**src/hw/rtl/vmd_pkg.sv**
```systemverilog
// shared types and constants for the source-map mappings decoder
package vmd_pkg;

   // decoded value width and digit limit per value
   localparam int VALUE_BITS  = 32;
   localparam int DIGIT_LIMIT = (VALUE_BITS + 4) / 5;
   localparam int MAX_DIGITS  = (DIGIT_LIMIT > 12) ? 12 : DIGIT_LIMIT;
   localparam logic [5:0] SHIFT_LIMIT = 6'(5 * MAX_DIGITS);
   localparam logic [5:0] DIGIT_BITS  = 6'd5;

   // classified-item queue depth
   localparam int QUEUE_DEPTH = 2;
   localparam int PTR_W       = (QUEUE_DEPTH > 1) ? $clog2(QUEUE_DEPTH) : 1;
   localparam int CNT_W       = $clog2(QUEUE_DEPTH + 1);

   // characters
   localparam logic [7:0] CHAR_COMMA   = 8'h2C;
   localparam logic [7:0] CHAR_SEMI    = 8'h3B;
   localparam logic [7:0] CHAR_PLUS    = 8'h2B;
   localparam logic [7:0] CHAR_SLASH   = 8'h2F;
   localparam logic [7:0] CHAR_UPPER_A = 8'h41;
   localparam logic [7:0] CHAR_UPPER_Z = 8'h5A;
   localparam logic [7:0] CHAR_LOWER_A = 8'h61;
   localparam logic [7:0] CHAR_LOWER_Z = 8'h7A;
   localparam logic [7:0] CHAR_ZERO    = 8'h30;
   localparam logic [7:0] CHAR_NINE    = 8'h39;

   // base64 digit values
   localparam logic [7:0] DIGIT_LOWER_BASE = 8'd26;
   localparam logic [7:0] DIGIT_NUM_BASE   = 8'd52;
   localparam logic [5:0] DIGIT_PLUS       = 6'd62;
   localparam logic [5:0] DIGIT_SLASH      = 6'd63;

   // result kinds and error codes
   localparam logic       KIND_RECORD    = 1'b0;
   localparam logic       KIND_ERROR     = 1'b1;
   localparam logic [2:0] ERR_BAD_CHAR   = 3'd0;
   localparam logic [2:0] ERR_UNFINISHED = 3'd1;
   localparam logic [2:0] ERR_EMPTY_SEG  = 3'd2;
   localparam logic [2:0] ERR_BAD_COUNT  = 3'd3;
   localparam logic [2:0] ERR_TOO_LONG   = 3'd4;

   typedef logic [VALUE_BITS-1:0] acc_type;
   typedef logic [VALUE_BITS+4:0] acc_wide_type;

   typedef enum logic [1:0] {
      CLS_DIGIT,
      CLS_COMMA,
      CLS_SEMI,
      CLS_BAD
   } cls_type;

   typedef struct packed {
      logic [7:0] char_code;
      logic       first;
      logic       last;
   } req_type;

   typedef struct packed {
      logic              kind;
      logic [2:0]        error_code;
      logic signed [31:0] gen_row;
      logic signed [31:0] gen_col;
      logic signed [31:0] source_index;
      logic signed [31:0] orig_row;
      logic signed [31:0] orig_col;
      logic signed [31:0] name_index;
   } rsp_type;

   // classified character as it travels from front to back
   typedef struct packed {
      cls_type    cls;
      logic [5:0] digit;
      logic       first;
      logic       last;
   } item_type;

endpackage

```
**src/hw/rtl/vmd_front.sv**
```systemverilog
// front end: classifies each incoming character into a queue item
module vmd_front
   import vmd_pkg::*;
(
   input  logic     req_valid,
   output logic     req_stall,
   input  req_type  req_data,
   input  logic     queue_full,
   output logic     queue_push,
   output item_type queue_item
);

   logic [7:0] c;
   logic [7:0] upper_d;
   logic [7:0] lower_d;
   logic [7:0] num_d;

   assign c       = req_data.char_code;
   assign upper_d = c - CHAR_UPPER_A;
   assign lower_d = c - CHAR_LOWER_A + DIGIT_LOWER_BASE;
   assign num_d   = c - CHAR_ZERO + DIGIT_NUM_BASE;

   assign req_stall  = queue_full;
   assign queue_push = req_valid && !queue_full;

   always_comb begin
      queue_item.first = req_data.first;
      queue_item.last  = req_data.last;
      queue_item.digit = '0;
      queue_item.cls   = CLS_BAD;
      if (c == CHAR_COMMA) begin
         queue_item.cls = CLS_COMMA;
      end else if (c == CHAR_SEMI) begin
         queue_item.cls = CLS_SEMI;
      end else if (c >= CHAR_UPPER_A && c <= CHAR_UPPER_Z) begin
         queue_item.cls   = CLS_DIGIT;
         queue_item.digit = upper_d[5:0];
      end else if (c >= CHAR_LOWER_A && c <= CHAR_LOWER_Z) begin
         queue_item.cls   = CLS_DIGIT;
         queue_item.digit = lower_d[5:0];
      end else if (c >= CHAR_ZERO && c <= CHAR_NINE) begin
         queue_item.cls   = CLS_DIGIT;
         queue_item.digit = num_d[5:0];
      end else if (c == CHAR_PLUS) begin
         queue_item.cls   = CLS_DIGIT;
         queue_item.digit = DIGIT_PLUS;
      end else if (c == CHAR_SLASH) begin
         queue_item.cls   = CLS_DIGIT;
         queue_item.digit = DIGIT_SLASH;
      end
   end

endmodule

```
**src/hw/rtl/vmd_queue.sv**
```systemverilog
// short fifo of classified items between front and back
module vmd_queue
   import vmd_pkg::*;
(
   input  logic     clock,
   input  logic     reset,
   input  logic     push,
   input  item_type push_item,
   output logic     full,
   output logic     pop_valid,
   output item_type pop_item,
   input  logic     pop
);

   item_type             slots_ff [QUEUE_DEPTH];
   logic [PTR_W-1:0]     wr_ptr_ff, wr_ptr_in;
   logic [PTR_W-1:0]     rd_ptr_ff, rd_ptr_in;
   logic [CNT_W-1:0]     count_ff, count_in;
   logic                 do_pop;

   assign full      = count_ff == CNT_W'(QUEUE_DEPTH);
   assign pop_valid = count_ff != '0;
   assign pop_item  = slots_ff[rd_ptr_ff];
   assign do_pop    = pop && pop_valid;

   always_comb begin
      wr_ptr_in = wr_ptr_ff;
      rd_ptr_in = rd_ptr_ff;
      count_in  = count_ff;
      if (push) begin
         wr_ptr_in = (wr_ptr_ff == PTR_W'(QUEUE_DEPTH - 1)) ? '0 : wr_ptr_ff + 1'b1;
      end
      if (do_pop) begin
         rd_ptr_in = (rd_ptr_ff == PTR_W'(QUEUE_DEPTH - 1)) ? '0 : rd_ptr_ff + 1'b1;
      end
      if (push && !do_pop) begin
         count_in = count_ff + 1'b1;
      end else if (!push && do_pop) begin
         count_in = count_ff - 1'b1;
      end
   end

   always_ff @(posedge clock) begin
      if (reset) begin
         wr_ptr_ff <= '0;
         rd_ptr_ff <= '0;
         count_ff  <= '0;
      end else begin
         wr_ptr_ff <= wr_ptr_in;
         rd_ptr_ff <= rd_ptr_in;
         count_ff  <= count_in;
      end
   end

   always_ff @(posedge clock) begin
      if (push) begin
         slots_ff[wr_ptr_ff] <= push_item;
      end
   end

endmodule

```
**src/hw/rtl/vmd_back.sv**
```systemverilog
// back end: vlq accumulation, running positions, segment checks, result register
module vmd_back
   import vmd_pkg::*;
(
   input  logic     clock,
   input  logic     reset,
   input  logic     item_valid,
   input  item_type item,
   output logic     item_pop,
   output logic     rsp_valid,
   input  logic     rsp_stall,
   output rsp_type  rsp_data
);

   typedef struct packed {
      logic       emit;
      logic       is_error;
      logic [2:0] code;
   } seg_end_type;

   function automatic seg_end_type seg_end(input logic in_value, input logic [2:0] n,
                                           input logic by_comma);
      seg_end_type r;
      r = '0;
      if (in_value) begin
         r.emit = 1'b1; r.is_error = 1'b1; r.code = ERR_UNFINISHED;
      end else if (n == 3'd0) begin
         if (by_comma) begin
            r.emit = 1'b1; r.is_error = 1'b1; r.code = ERR_EMPTY_SEG;
         end
      end else if (n == 3'd4 || n == 3'd5) begin
         r.emit = 1'b1;
      end else if (n != 3'd1) begin
         r.emit = 1'b1; r.is_error = 1'b1; r.code = ERR_BAD_COUNT;
      end
      return r;
   endfunction

   logic [31:0] row_ff, row_in, col_ff, col_in, src_ff, src_in;
   logic [31:0] orow_ff, orow_in, ocol_ff, ocol_in, name_ff, name_in;
   acc_type     acc_ff, acc_in, acc_new, acc_cur;
   logic [5:0]  shift_ff, shift_in, shift_cur;
   logic        in_value_ff, in_value_in;
   logic [2:0]  seg_values_ff, seg_values_in;
   logic        seg_nonempty_ff, seg_nonempty_in;
   logic        halted_ff, halted_in;
   logic        rsp_valid_ff, rsp_valid_in;
   rsp_type     rsp_data_ff, rsp_data_in;
   logic        out_free;
   logic        row_bump;
   logic [31:0] mag, delta;
   seg_end_type outcome;

   assign out_free  = !rsp_valid_ff || !rsp_stall;
   assign item_pop  = item_valid && out_free;
   assign rsp_valid = rsp_valid_ff;
   assign rsp_data  = rsp_data_ff;

   // a first flag starts the value from scratch
   assign acc_cur   = item.first ? '0 : acc_ff;
   assign shift_cur = item.first ? '0 : shift_ff;

   assign acc_new = acc_cur | acc_type'(acc_wide_type'(item.digit[4:0]) << shift_cur);
   assign mag     = 32'(acc_new >> 1);
   assign delta   = acc_new[0] ? (32'd0 - mag) : mag;

   always_comb begin
      row_in          = row_ff;
      col_in          = col_ff;
      src_in          = src_ff;
      orow_in         = orow_ff;
      ocol_in         = ocol_ff;
      name_in         = name_ff;
      acc_in          = acc_ff;
      shift_in        = shift_ff;
      in_value_in     = in_value_ff;
      seg_values_in   = seg_values_ff;
      seg_nonempty_in = seg_nonempty_ff;
      halted_in       = halted_ff;
      outcome         = '0;
      row_bump        = 1'b0;

      if (item.first) begin
         row_in = '0; col_in = '0; src_in = '0; orow_in = '0; ocol_in = '0; name_in = '0;
         acc_in = '0; shift_in = '0; in_value_in = 1'b0; seg_values_in = '0;
         seg_nonempty_in = 1'b0; halted_in = 1'b0;
      end

      if (!halted_in) begin
         case (item.cls)
            CLS_COMMA, CLS_SEMI: begin
               outcome = seg_end(in_value_in, seg_values_in, item.cls == CLS_COMMA);
               if (item.cls == CLS_SEMI && !outcome.is_error) begin
                  row_bump = 1'b1;
               end
            end
            CLS_DIGIT: begin
               if (shift_in >= SHIFT_LIMIT) begin
                  outcome = '{emit: 1'b1, is_error: 1'b1, code: ERR_TOO_LONG};
               end else begin
                  seg_nonempty_in = 1'b1;
                  if (item.digit[5]) begin
                     acc_in      = acc_new;
                     shift_in    = shift_in + DIGIT_BITS;
                     in_value_in = 1'b1;
                  end else begin
                     case (seg_values_in)
                        3'd0:    col_in  = col_in + delta;
                        3'd1:    src_in  = src_in + delta;
                        3'd2:    orow_in = orow_in + delta;
                        3'd3:    ocol_in = ocol_in + delta;
                        3'd4:    name_in = name_in + delta;
                        default: ;
                     endcase
                     if (seg_values_in != 3'd7) begin
                        seg_values_in = seg_values_in + 3'd1;
                     end
                     acc_in      = '0;
                     shift_in    = '0;
                     in_value_in = 1'b0;
                  end
                  // final byte flushes the open segment
                  if (item.last) begin
                     outcome = seg_end(in_value_in, seg_values_in, 1'b0);
                     acc_in = '0; shift_in = '0; in_value_in = 1'b0;
                     seg_values_in = '0; seg_nonempty_in = 1'b0;
                  end
               end
            end
            default: begin
               outcome = '{emit: 1'b1, is_error: 1'b1, code: ERR_BAD_CHAR};
            end
         endcase
         if (item.cls == CLS_COMMA || item.cls == CLS_SEMI || outcome.is_error) begin
            acc_in = '0; shift_in = '0; in_value_in = 1'b0;
            seg_values_in = '0; seg_nonempty_in = 1'b0;
         end
         if (outcome.is_error) begin
            halted_in = 1'b1;
         end
      end

      rsp_data_in = '0;
      if (outcome.is_error) begin
         rsp_data_in.kind       = KIND_ERROR;
         rsp_data_in.error_code = outcome.code;
      end else begin
         rsp_data_in.kind         = KIND_RECORD;
         rsp_data_in.gen_row      = $signed(row_in);
         rsp_data_in.gen_col      = $signed(col_in);
         rsp_data_in.source_index = $signed(src_in);
         rsp_data_in.orig_row     = $signed(orow_in);
         rsp_data_in.orig_col     = $signed(ocol_in);
         rsp_data_in.name_index   = $signed(name_in);
      end

      // a semicolon moves to the next generated row; the record it closes keeps the old row
      if (row_bump) begin
         row_in = row_in + 32'd1;
         col_in = '0;
      end

      if (item_pop && outcome.emit) begin
         rsp_valid_in = 1'b1;
      end else if (out_free) begin
         rsp_valid_in = 1'b0;
      end else begin
         rsp_valid_in = rsp_valid_ff;
      end
   end

   always_ff @(posedge clock) begin
      if (reset) begin
         row_ff          <= '0;
         col_ff          <= '0;
         src_ff          <= '0;
         orow_ff         <= '0;
         ocol_ff         <= '0;
         name_ff         <= '0;
         acc_ff          <= '0;
         shift_ff        <= '0;
         in_value_ff     <= 1'b0;
         seg_values_ff   <= '0;
         seg_nonempty_ff <= 1'b0;
         halted_ff       <= 1'b0;
         rsp_valid_ff    <= 1'b0;
      end else begin
         if (item_pop) begin
            row_ff          <= row_in;
            col_ff          <= col_in;
            src_ff          <= src_in;
            orow_ff         <= orow_in;
            ocol_ff         <= ocol_in;
            name_ff         <= name_in;
            acc_ff          <= acc_in;
            shift_ff        <= shift_in;
            in_value_ff     <= in_value_in;
            seg_values_ff   <= seg_values_in;
            seg_nonempty_ff <= seg_nonempty_in;
            halted_ff       <= halted_in;
         end
         rsp_valid_ff <= rsp_valid_in;
      end
   end

   always_ff @(posedge clock) begin
      if (item_pop && outcome.emit) begin
         rsp_data_ff <= rsp_data_in;
      end
   end

endmodule

```
**src/hw/rtl/vlq_mappings_decoder.sv**
```systemverilog
// top level of the source-map mappings decoder
// Decodes a source-map v3 mappings string fed one character per transfer. Each
// character goes through a classifier into a two-entry queue, and the back end
// takes one queued character per cycle, so with no stall on the result side the
// block sustains one character per clock. A character is written into a queue
// slot at its input transfer, and the result register is loaded when the back
// end pops it from the queue. The rate is set by the back end's update of the
// running positions, which each character may read and write. A result is held
// in a register while the receiver stalls; the queue keeps taking characters
// until it fills. Segments of four or five values give a mapping record with
// absolute positions; errors give one error report and then characters are
// dropped until the next first flag.
module vlq_mappings_decoder
   import vmd_pkg::*;
(
   input  logic    clock,
   input  logic    reset,
   input  logic    req_valid,
   output logic    req_stall,
   input  req_type req_data,
   output logic    rsp_valid,
   input  logic    rsp_stall,
   output rsp_type rsp_data
);

   // front to queue
   logic     queue_full;
   logic     queue_push;
   item_type queue_item;

   // queue to back
   logic     back_valid;
   item_type back_item;
   logic     back_pop;

   // classify characters, stall only when the queue is full
   vmd_front u_front (
      .req_valid  (req_valid),
      .req_stall  (req_stall),
      .req_data   (req_data),
      .queue_full (queue_full),
      .queue_push (queue_push),
      .queue_item (queue_item)
   );

   // decouples input transfers from result stalls
   vmd_queue u_queue (
      .clock     (clock),
      .reset     (reset),
      .push      (queue_push),
      .push_item (queue_item),
      .full      (queue_full),
      .pop_valid (back_valid),
      .pop_item  (back_item),
      .pop       (back_pop)
   );

   // value decode, running positions and the result register
   vmd_back u_back (
      .clock      (clock),
      .reset      (reset),
      .item_valid (back_valid),
      .item       (back_item),
      .item_pop   (back_pop),
      .rsp_valid  (rsp_valid),
      .rsp_stall  (rsp_stall),
      .rsp_data   (rsp_data)
   );

endmodule
```
**config.mk**
```make
export PLATFORM = sky130hd
export DESIGN_NAME = vlq_mappings_decoder
export DESIGN_NICKNAME = d
export VERILOG_FILES = /design/src/hw/rtl/vmd_pkg.sv /design/src/hw/rtl/vmd_front.sv /design/src/hw/rtl/vmd_queue.sv /design/src/hw/rtl/vmd_back.sv /design/src/hw/rtl/vlq_mappings_decoder.sv
export SDC_FILE = /design/constraint.sdc
export NUM_CORES = 2
export LEC_CHECK = 0
export CORE_MARGIN = 2
export CORE_UTILIZATION = 55
export DETAILED_ROUTE_END_ITERATION = 12
export DONT_BUFFER_PORTS = 1
export PLACE_DENSITY = 0.68
export SYNTH_ARGS = -nofsm -noshare
export SYNTH_HDL_FRONTEND = slang
export SYNTH_SLANG_ARGS = --single-unit
```
**constraint.sdc**
```tcl
create_clock -name clock -period 13.6 [get_ports clock]
set_input_delay 2.72 -clock clock [delete_from_list [all_inputs] [get_ports clock]]
set_output_delay 2.72 -clock clock [all_outputs]
set_load 0.05 [all_outputs]
```
==> run metrics <==
CTS Sinks=457; Critical-path top delay cell=mux2i_4; clock slew at the register clock pins of the worst setup and hold paths=0.06 ns; post-synthesis async set-or-reset flop share=0%; number of global-route vias before repair=25000; worst path required time=14.10 ns; Final Hold Fails=0; buffers added on ports=0; most frequent cells in the layout=480 x nor2_1, 320 x a21oi_1, 313 x nand2_1, 241 x dfxtp_1, 216 x edfxtp_1; post-DR vias/cell=6.52; PD cells=223 mW/mm^2; Netlist cell types=105; final setup margin=4.94 ns; Pre-Repair DR Iteration Count=7; Max Cap Viol=0; maximum clock frequency=115 MHz; largest net degree at the start of global routing=214; Tmin final=8.66 ns; Core Area=0.0538 mm^2; status=complete, no violations; Mapped Nets=3699; slew margin rel.=3.19%; H-Tree Depth=2; post-CTS sizing=0; Top Ports=212; routed wire length=99.6 mm; Final Max Tran Viols=0; 1st-iter DRT viols=3051; Gate Count Post-Synth=3498; Fill cells=4725; Largest stage delay, worst path=0.87 ns; first-pass GRT wire length=150 mm; Die Wd=237 um; CTS tree=built; worst-path fanout max=80; clock skew=0.0227 ns; via count=27100; final period utilization=63.7%; data arrival time of the worst path=9.16 ns; initial antenna violation count=2; num rows=85; GRT Total Usage=34.4%; unrepaired setup endpoints after global routing=no; Syn Std Cell Area=0.0299 mm^2; nets@finish=3620; Routed wire per std cell=23.9 um; DRT antenna net count=0; post-detail-place hpwl=68.5 mm; GRT overflow=0; commonest non-fill, non-tap cell in the layout=nor2_1; CTS buffer count=51; worst skew pair latency=0.62 ns; sequential share of the synthesized area=37.8%; # hold bufs at CTS=0; number of synthesized register bits=457; Setup violations, final=0; CP startpoint kind=flop; Area contributors post-synth=edfxtp_1 22%, dfxtp_1 16%, ha_1 7.6%; Peak supply drop=0.000201 V; class of the worst hold path=reg2reg; crit end category=flop; crit-path most repeated cell=a21o_1; Final GP Congestion=0.925; Avg Inst Size Synth=8.55 um^2; DRC Markers=0; Synth area leader=edfxtp_1; Synth top area share=21.7%; area grow syn2layout=8.05%; Final TNS setup=0 ns; die area=0.0563 mm^2; worst slew pin tran=1.44 ns; Post-CTS Setup Inserts=0; Cell Chain, Critical Path=mux2i_4 > buf_4 > nand2_1 > nor4_1 > a22oi_1 > nand3b_1 > nor4_4 > a31oi_1 > xor2_1 > ha_1 > a21o_1 > a21o_1 > a21oi_1 > o21ai_0 > a21o_1 > a21o_1 > a21oi_1 > o311ai_2 > and3_4 > a41oi_2 > mux2i_2 > nor4_1 > a311o_1; Hold Crit Start=u_back.acc_ff[15]; Clock Path Buffers=3; Setup Crit Path Kind=reg2reg; die height=237 um; share of post-route cells with drive strength above 1=6.04%; Top FF cell, synth=dfxtp_1; number of synthesized flops with an enable pin=216; yosys warns=0; Clock Root Buffer=clkbuf_16; leakage power=12.8 nW; Initial Utilization=55.6%; post-place setup slack=5.15 ns
==> cell usage after synthesis (all sizes together) (14+ instances only) <==
master	n
a211oi	66
a21o	67
a21oi	322
a22o	26
a22oi	82
a311oi	17
a31oi	30
a32oi	14
and2	173
and3	46
buf	20
clkbuf	174
dfxtp	241
edfxtp	216
ha	182
inv	90
mux2i	29
nand2	313
nand2b	41
nand3	69
nand4	37
nor2	486
nor3	56
nor4	15
o21a	32
o21ai	183
o21bai	36
o31ai	19
or3	19
xnor2	111
xor2	96
==> kinds of logic after synthesis <==
| logic type | after synthesis | synth area share, % |
|---|---|---|
| AOI/OAI and AO/OA | 1007 | 22.0 |
| xor gates and xnor gates | 211 | 6.37 |
| adders and majority gates | 187 | 7.95 |
| buffers and inverters | 285 | 3.68 |
| DFF | 457 | 37.8 |
| muxes | 41 | 1.60 |
| and+or+nand+nor | 1310 | 20.6 |
==> flip-flops by register name (all words and copies together), names as in the netlist, named ones only <==
name                  count
u_back.rsp_data         196
u_back.acc_ff            32
u_back.col_ff            32
u_back.name_ff           32
u_back.ocol_ff           32
u_back.orow_ff           32
u_back.row_ff            32
u_back.src_ff            32
u_queue.slots_ff         20
u_back.shift_ff           6
u_back.seg_values_ff      3
u_queue.count_ff          2
u_back.halted_ff          1
u_back.in_value_ff        1
u_back.rsp_valid          1
u_queue.rd_ptr_ff         1
u_queue.wr_ptr_ff         1
==> cell type report <==
class                      count  area (um^2)  area share, %
sequential                   457        11300           35.0
clock buffer                  61         1370           4.23
antenna                        1         2.50        0.00774
tap                          696          871           2.69
inverter                      91          343           1.06
timing repair buffer          62          465           1.44
multi-input combinational   2756        17600           54.4
clock inverter                35          379           1.17
==> per-layer routing <==
metal  share of wire, %  routed length, um  track usage (%)  vias to the layer above
met5              0.032                 32                0                        -
li1                   -                  -                -                    12500
met3                9.8               9770             7.49                      212
met1                 43              42700             48.2                    13000
met4                3.5               3520             12.1                        4
met2                 44              43500             52.7                     1357
==> report_power, final <==
group | switching, W | leakage [nW] | internal (W)
logic | 0.00228 | 7.93 | 0.000919
registers | 0.000715 | 4.01 | 0.00183
clock network | 0.000616 | 0.846 | 0.000839
total | 0.00361 | 12.8 | 0.00359
==> critical path, delay by kind of cell (launching register included) <==
family,cells,cell delay [ns]
fa+ha+maj,1,0.44
buf+inv,1,0.73
xor+xnor,1,0.81
mux,2,1.19
simple gates,6,1.74
compound gates,12,2.77
flops,1,0.85
==> final timing paths <==
path,end,slack (ns),depth (start not counted)
worst min register to register,u_back.acc_ff[15],0.45,2
worst min-delay path,u_back.acc_ff[15],0.45,2
worst max-delay path,u_back.name_ff[31],4.94,23
worst max register to register,u_back.name_ff[31],4.94,23
==> stage by stage <==
stage	cells	util, %	area, um^2	power (W)	hold WS (ns)
floorplan	3498	-	29900	0.00471	0.432
global placement	4062	56.8	30600	0.00562	0.437
detailed placement	4062	56.8	30600	0.00567	0.445
CTS	4158	60.1	32300	0.00715	0.453
global route	4158	60.1	32300	0.00753	0.485
finish	4159	60.1	32300	0.00720	0.452
(Power assumes the default switching activity.)
